===== config.mk =====
export PLATFORM = sky130hd
export DESIGN_NAME = atd_cell
export DESIGN_NICKNAME = d
export VERILOG_FILES = /design/src/sv/atd_pkg.sv /design/src/sv/atd_cell.sv
export SDC_FILE = /design/constraint.sdc
export NUM_CORES = 1
export LEC_CHECK = 0
export ABC_AREA = 1
export BUFFER_PORTS_ARGS = -buffer_cell sky130_fd_sc_hd__buf_2
export CELL_PAD_IN_SITES_DETAIL_PLACEMENT = 0
export CELL_PAD_IN_SITES_GLOBAL_PLACEMENT = 1
export CORE_ASPECT_RATIO = 0.8
export CORE_UTILIZATION = 42
export CTS_CLUSTER_SIZE = 8
export DETAILED_ROUTE_END_ITERATION = 7
export GPL_ROUTABILITY_DRIVEN = 0
export GPL_TIMING_DRIVEN = 1
export PLACE_DENSITY_LB_ADDON = 0.1
export SYNTH_ARGS = -nofsm -noshare
export SYNTH_HDL_FRONTEND = slang
export SYNTH_SLANG_ARGS = --single-unit

===== constraint.sdc =====
create_clock -name i_clk -period 5.3 [get_ports i_clk]
set_input_delay 1.06 -clock i_clk [delete_from_list [all_inputs] [get_ports i_clk]]
set_output_delay 1.06 -clock i_clk [all_outputs]
set_load 0.02 [all_outputs]

===== src/sv/atd_pkg.sv =====
// Package for the accelerometer tilt and direction block.
// Holds widths, register map codes and the CORDIC angle table.
// No dependencies.
`default_nettype none
package atd_pkg;
    localparam int SAMPLE_BITS  = 16;
    localparam int CORDIC_STEPS = 28;
    localparam int PRESHIFT     = 15;
    // CORDIC datapath width: |sample| << 15, times the CORDIC gain (about 1.65), plus sign
    localparam int CW = SAMPLE_BITS + PRESHIFT + 3;
    localparam int AW = 32;   // Q30 angle with sign
    // Squared magnitude width: wide enough for the samples and for (gravity + tolerance)^2
    localparam int SQW = (2 * SAMPLE_BITS + 2 > 34) ? 2 * SAMPLE_BITS + 2 : 34;

    typedef logic signed [SAMPLE_BITS-1:0] t_sample;
    typedef logic signed [9:0]             t_angle;

    // Register indexes
    typedef enum logic [1:0] {
        REG_GRAVITY = 2'd0,
        REG_MAG_TOL = 2'd1,
        REG_DIR_TOL = 2'd2
    } t_reg_idx;

    // Direction classes
    typedef enum logic [2:0] {
        DIR_NEUTRAL = 3'd0,
        DIR_RIGHT   = 3'd1,
        DIR_LEFT    = 3'd2,
        DIR_FRONT   = 3'd3,
        DIR_BACK    = 3'd4,
        DIR_FLIPPED = 3'd5,
        DIR_ERROR   = 3'd6
    } t_dir;

    // Per-axis state handed from cell to cell
    typedef struct packed {
        logic signed [CW-1:0] cx;
        logic signed [CW-1:0] cy;
        logic signed [AW-1:0] ang;
    } t_cordic;

    // Side data that travels along with the CORDIC chain
    typedef struct packed {
        logic       valid;
        logic       z_pos;
        logic       z_zero;
        logic [1:0] ysgn;     // {neg, zero} of y
        logic [1:0] xsgn;     // {neg, zero} of x
        logic       ydz_neg;  // y and z of opposite sign
        logic       xdz_neg;
    } t_side;

    function automatic logic signed [AW-1:0] atan_q30(input int i);
        logic [31:0] t;
        case (i)
            0: t = 32'h3243F6A8;  1: t = 32'h1DAC6705;  2: t = 32'h0FADBAFC;
            3: t = 32'h07F56EA6;  4: t = 32'h03FEAB77;  5: t = 32'h01FFD55B;
            6: t = 32'h00FFFAAA;  7: t = 32'h007FFF55;  8: t = 32'h003FFFEA;
            9: t = 32'h001FFFFD; 10: t = 32'h000FFFFF; 11: t = 32'h0007FFFF;
            12: t = 32'h0003FFFF; 13: t = 32'h0001FFFF; 14: t = 32'h0000FFFF;
            15: t = 32'h00007FFF; 16: t = 32'h00003FFF; 17: t = 32'h00001FFF;
            18: t = 32'h00000FFF; 19: t = 32'h000007FF; 20: t = 32'h000003FF;
            21: t = 32'h000001FF; 22: t = 32'h000000FF; 23: t = 32'h0000007F;
            24: t = 32'h0000003F; 25: t = 32'h0000001F; 26: t = 32'h0000000F;
            default: t = 32'h00000007;
        endcase
        return signed'(t);
    endfunction
endpackage
`default_nettype wire


===== src/sv/atd_cell.sv =====
// One CORDIC vectoring cell: a single rotation step on two axes with a register.
// Depends on atd_pkg.
`default_nettype none
module atd_cell (
    input  wire logic              i_clk,
    input  wire logic              i_en,
    input  wire logic [4:0]        i_step,
    input  wire atd_pkg::t_cordic  i_a,
    input  wire atd_pkg::t_cordic  i_b,
    input  wire atd_pkg::t_side    i_side,
    output atd_pkg::t_cordic       o_a,
    output atd_pkg::t_cordic       o_b,
    output atd_pkg::t_side         o_side
);
    import atd_pkg::*;

    t_cordic r_a, r_b;
    t_side   r_side;
    t_cordic n_a, n_b;
    logic signed [AW-1:0] w_atan;

    function automatic t_cordic rot(input t_cordic c, input logic [4:0] s,
                                    input logic signed [AW-1:0] t);
        t_cordic r;
        logic signed [CW-1:0] sx, sy;
        sx = c.cx >>> s;
        sy = c.cy >>> s;
        if (c.cy >= 0) begin
            r.cx = c.cx + sy; r.cy = c.cy - sx; r.ang = c.ang + t;
        end else begin
            r.cx = c.cx - sy; r.cy = c.cy + sx; r.ang = c.ang - t;
        end
        return r;
    endfunction

    assign w_atan = atan_q30(int'(i_step));

    // Rotate both axes in parallel
    always_comb begin
        n_a = rot(i_a, i_step, w_atan);
        n_b = rot(i_b, i_step, w_atan);
    end

    always_ff @(posedge i_clk) begin
        if (i_en) begin
            r_a    <= n_a;
            r_b    <= n_b;
            r_side <= i_side;
        end
    end

    assign o_a    = r_a;
    assign o_b    = r_b;
    assign o_side = r_side;
endmodule
`default_nettype wire


* After elaboration in Yosys (flattened, before gate mapping)
Memories as Yosys holds them, arrays and structs flattened. Index checks and enable logic that the tools add are counted. W data, S select, Z words.
Word-level totals: register bits 209, latch bits 0, RAM bits 0, memory bits (read-only) 960, output and inout bits 209, word-level logic and storage cells 34, memories 1
Memory list:
- (no name shown) | words 32, width 30, rd ports 1, clocked after memory_dff 0, write ports 0, line atd_pkg.sv:56 | case (i)
Cells by class: add/sub/neg operators 12, multipliers 0, divide/modulo/power cells 0, magnitude comparators 2, equality and inequality tests 0, shift operators 4, multiplexer cells 2, bitwise gates (word level) 0, reductions and logical operators 0
Operators by type and width (number):
- $mux W100 | 2
- $add A34 B34 Y34 | 4
- $sshr A34 B5 Y34 | 4
- $sub A34 B34 Y34 | 4
- $ge A34 B1 Y1 const B | 2
- $add A32 B32 Y32 | 2
- $sub A32 B32 Y32 | 2

* Longest topological paths before layout
depth after elaboration 3, mapped depth 35, mapped depth without buffers 33

* Least setup slack after synthesis
No wires, ideal clock.
path kind input port to flip-flop, start in i_step[0], end reg r_a, in the netlist o_a[21], data pin, arrival time 4.549 ns, setup slack 0.495 ns, stages on the path 28, cell sequence buf_6 > inv_4 > buf_6 > buf_6 > ha_1 > or2_2 > nand2_1 > nor2_1 > a21oi_1 > nor2_1 > ha_1 > nand2_1 > nor2_1 > xor2_1 > o21ai_0 > ha_1 > a21oi_1 > nor2_1 > nor2_1 > nand2_1 > a21oi_1 > o21ai_0 > a21oi_1 > o21ai_0 > nand2_1 > inv_1 > o21bai_1 > nand2_1
RTL lines:
- start: declaration | line atd_cell.sv:7 | input wire logic [4:0] i_step,
- end signal: assignment | line atd_cell.sv:46 | r_a <= n_a;
- end: declaration | line atd_cell.sv:17 | t_cordic r_a, r_b;

==> impl_summary.md <==
Worst setup path
For this design, the slowest cell found on the critical path is sky130_fd_sc_hd__o21ai_0. The logic depth of the worst path, buffers included is 22. The number of buffers and inverters on the critical path is 5. The critical path goes through buf_4 > buf_4 > o21ai_0 > o21ai_0 > o21ai_0 > nand2_1 > inv_1 > nand2_1 > inv_1 > ha_1 > nand3_1 > nor2_2 > nor2_1 > xor2_1 > inv_1 > ha_1 > nand2_1 > o21ai_0 > a31oi_1 > o21ai_0 > a21oi_1 > xnor2_1. For the worst setup path, the data arrival time is 5.35 ns. The delay of the slowest cell on the worst path is approximately 0.58 ns. The cell type with the highest occurrence count on the critical path is sky130_fd_sc_hd__o21ai_0.

The kind of cell adding the most delay to the critical path is compound AO/OA/AOI/OAI gates. The startpoint-to-endpoint class of the critical path is input pin to register. STA classifies the critical path startpoint as an input pin. The worst endpoint required time is 5.65 ns. The first element of the critical path is i_step[0].

The critical path ends at o_b[86]. The type of destination of the critical path is a register. Along the worst path, the maximum fanout reaches 16.

Synthesis
The area share of the largest cell type after synthesis is 0.216. Yosys attributes the largest share of cell area to sky130_fd_sc_hd__edfxtp_1 22%, sky130_fd_sc_hd__nand2_1 20%, sky130_fd_sc_hd__nand3_1 13%, sky130_fd_sc_hd__ha_1 8.8%, sky130_fd_sc_hd__xor2_1 6.8%. When the netlist entered floorplanning its net count stood at 5035. The predominant post-synthesis flop cell is sky130_fd_sc_hd__edfxtp_1.

The mean cell area of the mapped netlist is 6.31 um^2. The number of flops mapped to enable cells by yosys is 209. The cell area that synthesis handed to floorplanning was between 20000 and 30000 um^2. The total of warnings raised by yosys is 0. After synthesis the netlist holds a flip-flop and latch count of 209.

The share of the yosys chip area belonging to registers is 0.216. The post-synthesis instance total is around 4600. The top cell type by total area after synthesis is sky130_fd_sc_hd__edfxtp_1. After synthesis, the netlist uses 53 different library cells. In the synthesized netlist the async set-or-reset flop fraction comes to 0.

Drt
The final layout contains routed wiring with a total length of 116000 um. The detailed-routing iteration count for the pre-antenna-repair pass is 8. The wire length per cell is between 15 and 20 um. The residual DRC count is 0. The DRC violation total after the first TritonRoute iteration is between 3000 and 4000. The count of antenna-violating nets left after detailed routing is 0. The total number of vias is 34100. Using the TritonRoute via totals, the vias-per-cell ratio works out to 5.42.

Power and ir drop
The power per standard cell area is 283 nW/um^2. Summing internal, switching and leakage power gives 0.0102 W. Summed over all cells, the static leakage comes to 18.5 nW. The maximum vdd ir drop is 0.000281 V.

Layout
In the final layout, the share of cells above drive strength 1 is 0.191. Relative to the synthesized area, the layout overhead comes to 24.2%. The number of nets in the layout is 5786. The count of placed standard cells in the final layout, fillers left out is 6279.

Outcome
The run finished with clean final reports.

STA
Derived from the worst setup path, the maximum achievable clock frequency is around 0.20 GHz. The total count of max-transition violations in the final report is 0. The worst hold slack is 0.635 ns. The worst setup slack after layout is 0.302 ns.

Counting I/O delays and the setup requirement, the final critical path takes about 5.0 ns. The count of endpoints failing hold in the final timing report is 0. The worst-margin pin slew is 0.733 ns.

In this run the tightest slew margin relative to its limit is 0.506. Setup repair after global routing left no endpoint under its margin. The setup-violating endpoint count in the final report is 0. The portion of the clock cycle consumed by the worst path in the final layout is 0.943.

Summed over all failing endpoints, the final setup total negative slack is 0 ns.

Global route
The number of global-route vias before repair is 30400. The aggregate global routing overflow is 0. The maximum number of pins on one net before global-route repair is 84. In the global route stage, overall resource usage came out at 0.319. The first global-routing pass estimated 175000 um of wire. The number of antenna violations at the first check in global routing was 6.

Clocking
The clock tree from TritonCTS is yes. The clock drives 209 sinks. The deepest level of the CTS H-tree is 1. The clock-pin transition on the worst setup and hold timing paths is 0.05 ns. The tree is rooted in a sky130_fd_sc_hd__clkbuf_16. The clock passes through at most 3 buffers.

The TritonCTS buffer count is 30.

Floorplan
The I/O pin count is 425. The core box area is approximately 68000 um^2. The floorplan die height is 237 um. The initial utilization of the core area, before any placement, comes to 0.428.

The number of rows in the core area is 85. The die is 296 um wide. The floorplan step defined a die boundary enclosing 70300 um^2.

Placement
The cell count after placement is 6241. The count of buffers added on input and output ports is 424. The minimum setup slack after placement is -0.183 ns. Detailed placement finished with a half-perimeter wire length of 97000 um.

Job
The tool flagged a number of max-cap violations equal to 0.

Hold path
In this run the worst hold path is classified as input pin to register.
==> per-layer routing <==
metal	wire length [um]	vias to the layer above	global-route usage
met3	10100	173	0.0568
met4	3220	4	0.0837
met1	54400	15400	0.475
met2	48100	1478	0.468
li1	-	17000	-
met5	27	-	0
==> layout make-up <==
type / count / area, um^2
multi-input combinational: 3883 / 20600
antenna: 3 / 7.51
sequential: 209 / 6280
timing repair buffer: 890 / 5940
clock buffer: 31 / 754
clock inverter: 4 / 41.3
fill: 7100 / 31700
inverter: 346 / 1310
tap: 913 / 1140
==> sequential cells by signal, indices dropped and copies added, names as in the netlist <==
register	cells
o_b	100
o_a	100
o_side	9
==> power breakdown <==
part           switching, W  internal [W]
logic               0.00365       0.00228
registers          0.000109       0.00244
clock network      0.000721      0.000991
==> cells in the mapped netlist (14+ instances only) <==
library cell and number:
sky130_fd_sc_hd__nand4_1 47, sky130_fd_sc_hd__nor3_1 29, sky130_fd_sc_hd__nand2_2 22, sky130_fd_sc_hd__inv_2 14, sky130_fd_sc_hd__nor2_2 18, sky130_fd_sc_hd__nor4_1 19, sky130_fd_sc_hd__nand3_1 762, sky130_fd_sc_hd__buf_6 17
sky130_fd_sc_hd__ha_1 204, sky130_fd_sc_hd__clkbuf_1 53, sky130_fd_sc_hd__nand3b_1 14, sky130_fd_sc_hd__buf_2 63, sky130_fd_sc_hd__a21o_1 27, sky130_fd_sc_hd__buf_1 26, sky130_fd_sc_hd__inv_1 326, sky130_fd_sc_hd__a21oi_1 258
sky130_fd_sc_hd__xnor2_1 84, sky130_fd_sc_hd__o21ai_1 15, sky130_fd_sc_hd__edfxtp_1 209, sky130_fd_sc_hd__o21ai_0 176, sky130_fd_sc_hd__xor2_1 225, sky130_fd_sc_hd__a31oi_1 27, sky130_fd_sc_hd__nand2_1 1539, sky130_fd_sc_hd__nor2_1 290
sky130_fd_sc_hd__o211ai_1 23
==> cells by family (layout without fill, tap and decap cells) <==
family | after synthesis | count (layout) | synth area share
fa+ha+maj | 210 | 210 | 0.0919
xor+xnor | 310 | 310 | 0.0936
buf+inv | 517 | 1271 | 0.0756
simple gates | 2756 | 2756 | 0.404
other cells | 0 | 3 | 0
compound gates | 607 | 607 | 0.119
flops | 209 | 209 | 0.216
==> stage by stage <==
stage	utilization	cell area, um^2
floorplan	-	29100
global route	0.532	36100
global placement	0.520	35300
finish	0.532	36100
detailed placement	0.520	35300
CTS	0.532	36100
==> cell usage in the layout, fill, tap and decap left out, drive strengths merged, types with 19 or more instances in the layout <==
cell	Yosys	layout
a21o	27	27
a21oi	272	272
a31oi	27	27
buf	118	889
clkbuf	53	32
edfxtp	209	209
ha	204	204
inv	342	340
nand2	1561	1561
nand3	767	767
nand4	47	47
nor2	314	314
nor3	30	30
nor4	19	19
o211ai	23	23
o21ai	197	197
xnor2	84	84
xor2	226	226
==> how the worst min path moves through the flow <==
| stage | slack (ns) | end | start | depth (start not counted) |
|---|---|---|---|---|
| 5_1_grt | 0.60 | o_side[1] | i_side[1] | 1 |
| 2_1_floorplan | 1.16 | o_side[0] | i_side[0] | 0 |
| 4_1_cts | 0.60 | o_side[1] | i_side[1] | 1 |
| 3_5_place_dp | 1.24 | o_side[2] | i_side[2] | 1 |
| 3_3_place_gp | 1.24 | o_side[1] | i_side[1] | 1 |
| 6_report | 0.63 | o_side[1] | i_side[1] | 1 |
==> timing repair <==
action,in CTS,in global routing
resized for setup,0,4
buffers inserted,0,0
setup endpoints to repair,0,2
hold buffers,0,0
Note: power is estimated with default switching activity, not from simulation.
