File: config.mk
export PLATFORM = sky130hd
export DESIGN_NAME = atd_finish
export DESIGN_NICKNAME = d
export VERILOG_FILES = /design/src/sv/atd_pkg.sv /design/src/sv/atd_finish.sv
export SDC_FILE = /design/constraint.sdc
export NUM_CORES = 2
export LEC_CHECK = 0
export BUFFER_PORTS_ARGS = -buffer_cell sky130_fd_sc_hd__buf_2
export CAP_MARGIN = 20
export CORE_MARGIN = 4
export CORE_UTILIZATION = 50
export CTS_CLUSTER_SIZE = 28
export DETAILED_ROUTE_END_ITERATION = 10
export GPL_ROUTABILITY_DRIVEN = 0
export PLACE_DENSITY = 0.66
export SLEW_MARGIN = 20
export SYNTH_ARGS = -nofsm -noshare
export SYNTH_HDL_FRONTEND = slang
export SYNTH_SLANG_ARGS = --single-unit
File: constraint.sdc
create_clock -name i_clk -period 9.6 [get_ports i_clk]
set_input_delay 1.44 -clock i_clk [delete_from_list [all_inputs] [get_ports i_clk]]
set_output_delay 1.44 -clock i_clk [all_outputs]
set_load 0.01 [all_outputs]
File: src/sv/atd_pkg.sv
// Package for the accelerometer tilt and direction block.
// Holds widths, register map codes and the CORDIC angle table.
// No dependencies.
`default_nettype none
package atd_pkg;
    localparam int SAMPLE_BITS  = 16;
    localparam int CORDIC_STEPS = 28;
    localparam int PRESHIFT     = 15;
    // CORDIC datapath width: |sample| << 15, times the CORDIC gain (about 1.65), plus sign
    localparam int CW = SAMPLE_BITS + PRESHIFT + 3;
    localparam int AW = 32;   // Q30 angle with sign
    // Squared magnitude width: wide enough for the samples and for (gravity + tolerance)^2
    localparam int SQW = (2 * SAMPLE_BITS + 2 > 34) ? 2 * SAMPLE_BITS + 2 : 34;

    typedef logic signed [SAMPLE_BITS-1:0] t_sample;
    typedef logic signed [9:0]             t_angle;

    // Register indexes
    typedef enum logic [1:0] {
        REG_GRAVITY = 2'd0,
        REG_MAG_TOL = 2'd1,
        REG_DIR_TOL = 2'd2
    } t_reg_idx;

    // Direction classes
    typedef enum logic [2:0] {
        DIR_NEUTRAL = 3'd0,
        DIR_RIGHT   = 3'd1,
        DIR_LEFT    = 3'd2,
        DIR_FRONT   = 3'd3,
        DIR_BACK    = 3'd4,
        DIR_FLIPPED = 3'd5,
        DIR_ERROR   = 3'd6
    } t_dir;

    // Per-axis state handed from cell to cell
    typedef struct packed {
        logic signed [CW-1:0] cx;
        logic signed [CW-1:0] cy;
        logic signed [AW-1:0] ang;
    } t_cordic;

    // Side data that travels along with the CORDIC chain
    typedef struct packed {
        logic       valid;
        logic       z_pos;
        logic       z_zero;
        logic [1:0] ysgn;     // {neg, zero} of y
        logic [1:0] xsgn;     // {neg, zero} of x
        logic       ydz_neg;  // y and z of opposite sign
        logic       xdz_neg;
    } t_side;

    function automatic logic signed [AW-1:0] atan_q30(input int i);
        logic [31:0] t;
        case (i)
            0: t = 32'h3243F6A8;  1: t = 32'h1DAC6705;  2: t = 32'h0FADBAFC;
            3: t = 32'h07F56EA6;  4: t = 32'h03FEAB77;  5: t = 32'h01FFD55B;
            6: t = 32'h00FFFAAA;  7: t = 32'h007FFF55;  8: t = 32'h003FFFEA;
            9: t = 32'h001FFFFD; 10: t = 32'h000FFFFF; 11: t = 32'h0007FFFF;
            12: t = 32'h0003FFFF; 13: t = 32'h0001FFFF; 14: t = 32'h0000FFFF;
            15: t = 32'h00007FFF; 16: t = 32'h00003FFF; 17: t = 32'h00001FFF;
            18: t = 32'h00000FFF; 19: t = 32'h000007FF; 20: t = 32'h000003FF;
            21: t = 32'h000001FF; 22: t = 32'h000000FF; 23: t = 32'h0000007F;
            24: t = 32'h0000003F; 25: t = 32'h0000001F; 26: t = 32'h0000000F;
            default: t = 32'h00000007;
        endcase
        return signed'(t);
    endfunction
endpackage
`default_nettype wire

File: src/sv/atd_finish.sv
// Final stages: angle to degrees, quadrant fix-up and direction class.
// Depends on atd_pkg.
`default_nettype none
module atd_finish (
    input  wire logic                     i_clk,
    input  wire logic                     i_en,
    input  wire logic signed [atd_pkg::AW-1:0] i_ang_x,
    input  wire logic signed [atd_pkg::AW-1:0] i_ang_y,
    input  wire atd_pkg::t_side           i_side,
    input  wire logic [8:0]               i_dir_tol,
    output atd_pkg::t_angle               o_x_angle,
    output atd_pkg::t_angle               o_y_angle,
    output logic                          o_ok,
    output logic [2:0]                    o_dir
);
    import atd_pkg::*;

    // Degrees: deg = ang*720000/(6283*2^31); use reciprocal multiply
    // q = floor(n / (6283*2^31)) with n = ang*720000 +/- 6283*2^30.
    // Reciprocal: t = n >> 31 (below 2^20), then q = (t * ceil(2^33/6283)) >> 33,
    // exact over that range.
    localparam logic [63:0] HALF  = 64'd6283 << 30;
    localparam logic [20:0] RECIP = 21'd1367171;

    // stage 1 registers: scaled numerators
    logic [63:0] r_nx, r_ny;
    logic        r_nx_pos, r_ny_pos;
    t_side       r_side1;
    // stage 2 registers: quotients
    logic [8:0]  r_qx, r_qy;
    t_side       r_side2;
    // stage 3: angles
    t_angle      r_xa, r_ya;
    t_side       r_side3;
    // stage 4: outputs
    t_angle      r_xo, r_yo;
    logic        r_ok;
    logic [2:0]  r_dir;

    function automatic logic [63:0] scale(input logic signed [AW-1:0] a, input logic neg,
                                          output logic pos);
        logic [31:0] m;
        logic [63:0] p;
        m = (a < 0) ? 32'd0 : 32'(a);
        p = 64'(m) * 64'd720000;
        if (!neg) begin
            pos = 1'b1; return p + HALF;
        end
        pos = (p > HALF);
        return p - HALF;
    endfunction

    // quotient below 91: drop the power-of-two part, then reciprocal multiply
    function automatic logic [8:0] qdiv(input logic [63:0] n);
        logic [19:0] t;
        logic [40:0] p;
        t = n[50:31];
        p = 41'(t) * 41'(RECIP);
        return 9'(p >> 33);
    endfunction

    function automatic t_angle axis(input logic [8:0] q, input logic [1:0] nsg,
                                    input logic dneg, input logic zz, input logic zp);
        t_angle a;
        if (zz) a = nsg[0] ? 10'sd0 : (nsg[1] ? -10'sd90 : 10'sd90);
        else if (nsg[0]) a = 10'sd0;
        else a = dneg ? -signed'(10'(q)) : signed'(10'(q));
        if (zp) a = nsg[1] ? a + 10'sd180 : a - 10'sd180;
        return a;
    endfunction

    function automatic logic [2:0] classify(input t_angle xa, input t_angle ya, input t_side s);
        logic [9:0] ax, ay, d;
        ax = xa[9] ? 10'(-xa) : 10'(xa);
        ay = ya[9] ? 10'(-ya) : 10'(ya);
        d  = (ax > ay) ? ax - ay : ay - ax;
        if (s.z_pos) return DIR_FLIPPED;
        if (!s.valid) return DIR_ERROR;
        if (d <= 10'(i_dir_tol)) return DIR_NEUTRAL;
        if (ax > ay) return (xa > 0) ? DIR_RIGHT : DIR_LEFT;
        return (ya > 0) ? DIR_FRONT : DIR_BACK;
    endfunction

    always_ff @(posedge i_clk) begin
        if (i_en) begin
            logic px, py;
            r_nx <= scale(i_ang_x, i_side.ydz_neg, px);
            r_ny <= scale(i_ang_y, i_side.xdz_neg, py);
            r_nx_pos <= px;
            r_ny_pos <= py;
            r_side1  <= i_side;
            r_qx <= r_nx_pos ? qdiv(r_nx) : 9'd0;
            r_qy <= r_ny_pos ? qdiv(r_ny) : 9'd0;
            r_side2 <= r_side1;
            if (r_side2.valid) begin
                r_xa <= axis(r_qx, r_side2.ysgn, r_side2.ydz_neg, r_side2.z_zero,
                             r_side2.z_pos);
                r_ya <= axis(r_qy, r_side2.xsgn, r_side2.xdz_neg, r_side2.z_zero,
                             r_side2.z_pos);
            end else begin
                r_xa <= '0; r_ya <= '0;
            end
            r_side3 <= r_side2;
            r_xo <= r_xa;
            r_yo <= r_ya;
            r_ok <= r_side3.valid;
            r_dir <= classify(r_xa, r_ya, r_side3);
        end
    end

    assign o_x_angle = r_xo;
    assign o_y_angle = r_yo;
    assign o_ok      = r_ok;
    assign o_dir     = r_dir;
endmodule
`default_nettype wire

Word-level counts from Yosys, hierarchy flattened
Index checks and enable logic that the tools add are counted.
{"block": "word_totals", "reg_bits": 186, "in_bits": 84, "elab_cells": 115}
{"block": "classes", "addsub": 14, "n_mul": 4, "magnitude_cmp": 8, "mux": 59}
{"operator": "2-to-1 mux 10 bit", "n": 21}
{"operator": "2-to-1 mux 51 bit", "n": 4}
{"operator": "greater-than comparator 52 x 43 -> 1 bit (second input constant)", "n": 2}
{"operator": "adder 51 x 43 -> 51 bit (second input constant)", "n": 2}
{"operator": "subtractor 51 x 43 -> 51 bit (second input constant)", "n": 2}
{"operator": "multiplier 32 x 13 -> 45 bit (second input constant)", "n": 2}
{"operator": "multiplier 20 x 21 -> 41 bit (second input constant)", "n": 2}
{"operator": "< comparator 32 x 1 -> 1 bit (second input constant)", "n": 2}
{"operator": "2-to-1 mux 32 bit", "n": 2}
{"operator": "2-to-1 mux 3 bit", "n": 9}
{"operator": "2-to-1 mux 1 bit", "n": 22}
{"operator": "adder 10 x 9 -> 10 bit (second input constant)", "n": 2}
{"operator": "greater-than comparator 10 x 1 -> 1 bit (second input constant)", "n": 2}
{"operator": "negator 10 bit", "n": 2}
{"operator": "negator 9 -> 10 bit", "n": 2}
{"operator": "subtractor 10 bit", "n": 2}
{"operator": "subtractor 10 x 9 -> 10 bit (second input constant)", "n": 2}
{"operator": "greater-than comparator 10 bit", "n": 1}
{"operator": "<= comparator 10 x 9 -> 1 bit", "n": 1}
{"operator": "2-to-1 mux 2 bit", "n": 1}

Longest topological paths before layout
{"block": "logic_depth", "depth_word": 17, "ltp_mapped": 36, "depth_no_buf": 33}

Worst setup path after synthesis
OpenSTA, ideal clock, no wires.
{"block": "synth_path", "path_kind": "input-to-reg", "start": "input port i_ang_x[31] (netlist bit)", "end": "register r_nx[49] (data pin)", "arrival_ns": 8.473, "t_required_ns": 9.338, "path_slack_ns": 0.865, "path_stages": 34, "path_cell_list": "clkbuf_1 > clkbuf_1 > clkbuf_1 > nor2_1 > ha_1 > a21oi_1 > fa_1 > fa_1 > inv_1 > fa_1 > inv_1 > fa_1 > inv_1 > ha_1 > nand2_1 > nor2_1 > and3_1 > buf_2 > o21a_1 > o2111ai_1 > nand3b_1 > a21oi_1 > xnor2_1 > ha_1 > a22o_1 > o31ai_1 > nand2_1 > a41oi_1 > o21a_1 > a31oi_1 > and4_1 > a2111oi_2 > a21oi_1 > xor2_1"}
{"block": "synth_between", "elab_chain_cells": 6, "elab_cells_between_ends": 7}
{"element": "start: declaration", "line_no": "atd_finish.sv:7", "source": "input wire logic signed [atd_pkg::AW-1:0] i_ang_x,"}
{"element": "< comparator 32 x 1 -> 1 bit", "line_no": "atd_finish.sv:44", "source": "m = (a < 0) ? 32'd0 : 32'(a);"}
{"element": "2-to-1 mux 32 bit (*)", "line_no": "atd_finish.sv:44"}
{"element": "multiplier 32 x 13 -> 45 bit (*)", "line_no": "atd_finish.sv:45", "source": "p = 64'(m) * 64'd720000;"}
{"element": "adder 51 x 43 -> 51 bit", "line_no": "atd_finish.sv:47", "source": "pos = 1'b1; return p + HALF;"}
{"element": "2-to-1 mux 51 bit", "line_no": "atd_finish.sv:46", "source": "if (!neg) begin"}
{"element": "2-to-1 mux 51 bit (*)", "line_no": "atd_finish.sv:49", "source": "pos = (p > HALF);"}
{"element": "end signal: assignment", "line_no": "atd_finish.sv:87", "source": "r_nx <= scale(i_ang_x, i_side.ydz_neg, px);"}
{"element": "end: declaration", "line_no": "atd_finish.sv:26", "source": "logic [63:0] r_nx, r_ny;"}
Every way passes the cells marked *; elsewhere a longest branch is shown, timed or not. The select of a mux whose other input is x is not followed.
A chain may end at the register's enable or synchronous reset.

Worst setup path in the final report
{"block": "layout_path", "start": "input port i_ang_y[31] (netlist bit)", "end": "register r_ny[50] (data pin)"}
{"block": "layout_between", "elab_chain_cells": 6, "elab_cells_between_ends": 7}
{"element": "start: declaration", "line_no": "atd_finish.sv:8", "source": "input wire logic signed [atd_pkg::AW-1:0] i_ang_y,"}
{"element": "< comparator 32 x 1 -> 1 bit", "line_no": "atd_finish.sv:44"}
{"element": "2-to-1 mux 32 bit (*)", "line_no": "atd_finish.sv:44"}
{"element": "multiplier 32 x 13 -> 45 bit (*)", "line_no": "atd_finish.sv:45"}
{"element": "adder 51 x 43 -> 51 bit", "line_no": "atd_finish.sv:47"}
{"element": "2-to-1 mux 51 bit", "line_no": "atd_finish.sv:46"}
{"element": "2-to-1 mux 51 bit (*)", "line_no": "atd_finish.sv:49"}
{"element": "end signal: assignment", "line_no": "atd_finish.sv:88", "source": "r_ny <= scale(i_ang_y, i_side.xdz_neg, py);"}
{"element": "end: declaration", "line_no": "atd_finish.sv:26"}
Marked as above.

==> results.yml <==
global_route:
  grt_use_total: 0.206
  grt_max_degree: 80
  antenna_found_initial: 2
  overflow: 0
  grt_first_pass_wirelength_um: 147000
  grt_pass1_vias: 29700
sta:
  finalHoldViolCount: 0
  timing.final.crit_share: 0.936
  setup_tns_ns: 0
  setup_viol: 0
  finClkSkew_ns: 0.00759
  worst_pin_slew_ns: 0.984
  period_needed_ns: 8.98
  fmax_mhz: 111
  slew_headroom: 0.344
  slew_violations: 0
  rsz0062_at_grt: "no"
clocking:
  cts_buffers: 17
  root_buffer: "clkbuf_16"
  htreeDepth: 4
  cts_sinks: 122
  cts_tree: "done"
  cts_hold_buf: 0
  path_clk_slew_ns: 0.06
  cts_max_path_buffers: 2
  clkLatencyLatePin_ns: 0.42
  cts-resized-gates: 0
  post_cts_buffers: 0
logic_synthesis:
  ys_types: 94
  synth_compound_area_frac: 0.0991
  synth.area.mux_share: 0.00625
  synth_area_leader_cell: "fa_1"
  synth.avg_cell_area_um2: 9.30
  syn_nets: 5775
  syn_area_mm2: 0.0402
  synth_top_area_share: 0.303
  ys_seq_area_frac: 0.0911
  yosys_warnings: 0
  synth_seq_cells: 122
  synthTopCellsByCount: "1149 x inv_1, 755 x ha_1, 609 x fa_1"
  synthSimpleGateAreaFrac: 0.0934
  ys_top_cells_by_area: "fa_1 30%, ha_1 23%, inv_1 11%, edfxtp_1 9.1%, xnor2_1 2.8%"
  synthAdderAreaFrac: 0.538
  synth_top_family_by_area: "adder cells"
  yosys.area_share.xor_xnor: 0.0546
  synth_most_common_cell: "inv_1"
  netlist_instances: 4327
  ys_async_sr_fraction: 0
  synth-edff-count: 122
  synth_flop_cell: "edfxtp_1"
setup_path:
  cp-start-kind: "input pin"
  worstRegToRegCells: 23
  required_ns: 9.77
  rrSetupSlack_ns: 2.83
  path_class: "in2reg"
  end_kind: "flip-flop"
  worstPathArrival_ns: 9.15
  max_stage_delay_ns: 0.56
  slowest_stage: "buf_2"
  path_max_fanout: 42
  crit_path_frequent_cell: "ha_1"
drt:
  drtPass1Iterations: 5
  drt-initial-drc-count: 1351
  via_count: 27900
  route.detailed.wl_per_inst_um: 15.5
  wirelength_um: 84600
  final_antenna_net_count: 0
  viasPerCell: 5.11
  drc: 0
placed_design:
  place_hpwl_um: 73900
  io_buffers: 107
hold_path:
  whs_path_depth: 0
  hold_path_class: "reg2reg"
run:
  drv_cap: 0
cells_and_area:
  nFillCells: 7313
  area_delta_synth_final_pct: 5.99
  antenna_cells: 0
  nNetsFinal: 5854
  drive_gt1_frac: 0.0507
status:
  outcome: "complete, no violations"
die:
  die_w_um: 292
  ios: 108
  dieArea_mm2: 0.0851
  die_h_um: 292
  core_area_mm2: 0.0794
  rows: 103
  floorplan.initialDensity: 0.507
==> cells in the final DEF (no fill, tap or decap), types with 6 or more instances in the layout <==
cell type and instances:
nor2b_1 120, ha_1 755, or3_1 12, xnor2_1 129
or4_1 7, and2_1 33, nor3_1 38, o21a_1 39
clkbuf_16 17, o31ai_1 13, a21o_1 104, a211oi_1 15
xor2_1 122, o2111ai_1 6, nand4_1 33, nor4_1 7
o211ai_1 17, o41ai_1 9, nor2_1 121, a21boi_0 7
edfxtp_1 122, buf_2 106, and3_1 11, a21oi_1 177
a31oi_1 19, and4_1 7, nand2b_1 90, buf_4 47
nand3b_1 6, or2_2 11, o21bai_1 15, nand2_1 179
fa_1 609, inv_1 1149, nand3_1 28, o21ai_0 94
mux2i_1 24
==> layer usage <==
layer / GRT usage / vias up / share of wire
met4: 0.0330 / 2 / 0.013
met2: 0.352 / 429 / 0.48
li1: - / 13900 / -
met3: 0.0189 / 72 / 0.030
met5: 0 / - / 0.000083
met1: 0.293 / 13500 / 0.48
==> through the flow <==
stage	util	setup WS, ns	instances	hold slack (ns)	cell area, µm²
2_1_floorplan	-	0.865	4327	0.400	40200
3_3_place_gp	0.529	0.412	5437	0.403	42000
3_5_place_dp	0.529	0.275	5437	0.406	42000
4_1_cts	0.537	0.695	5469	0.420	42600
5_1_grt	0.537	0.0124	5469	0.422	42600
6_report	0.537	0.618	5469	0.417	42600
==> cell families after synthesis <==
kind of cell,Yosys count
muxes,25
buffers and inverters,1245
xor gates and xnor gates,251
DFF,122
and+or+nand+nor,721
adders and majority gates,1364
AOI/OAI and AO/OA,599
==> final cells by class <==
cell class / count / area, µm² / area share
Clock buffer: 18 / 429 / 0.0101
Clock inverter: 14 / 185 / 0.00434
Inverter: 1151 / 4320 / 0.101
Multi-Input combinational cell: 2960 / 31800 / 0.746
Sequential cell: 122 / 3660 / 0.0859
Tap cell: 1050 / 1310 / 0.0308
Timing Repair Buffer: 154 / 903 / 0.0212
==> sequential cells by signal (all words and copies together), names as in the netlist, 2 cells and up <==
register   count
o_dir          3
o_x_angle     10
o_y_angle     10
r_nx          20
r_ny          20
r_qx           8
r_qy           8
r_side1        9
r_side2        9
r_side3        2
r_xa          10
r_ya          10
==> worst paths after layout <==
path,end,startpoint
worst max-delay path,r_ny[50],i_ang_y[31]
worst max register to register,r_qx[2],r_nx[34]
worst min register to register,r_side2[5],r_side1[5]
worst min-delay path,r_side2[5],r_side1[5]
==> critical path: cells and delay by family <==
family	cells	cell delay, ns
fa+ha+maj	8	2.79
simple gates	6	0.92
buf+inv	4	0.76
xor+xnor	1	0.09
compound gates	14	3.15
Power is left out: the tool's default activity adds up to more than one toggle a clock period on the data nets, which glitch-free logic cannot reach.
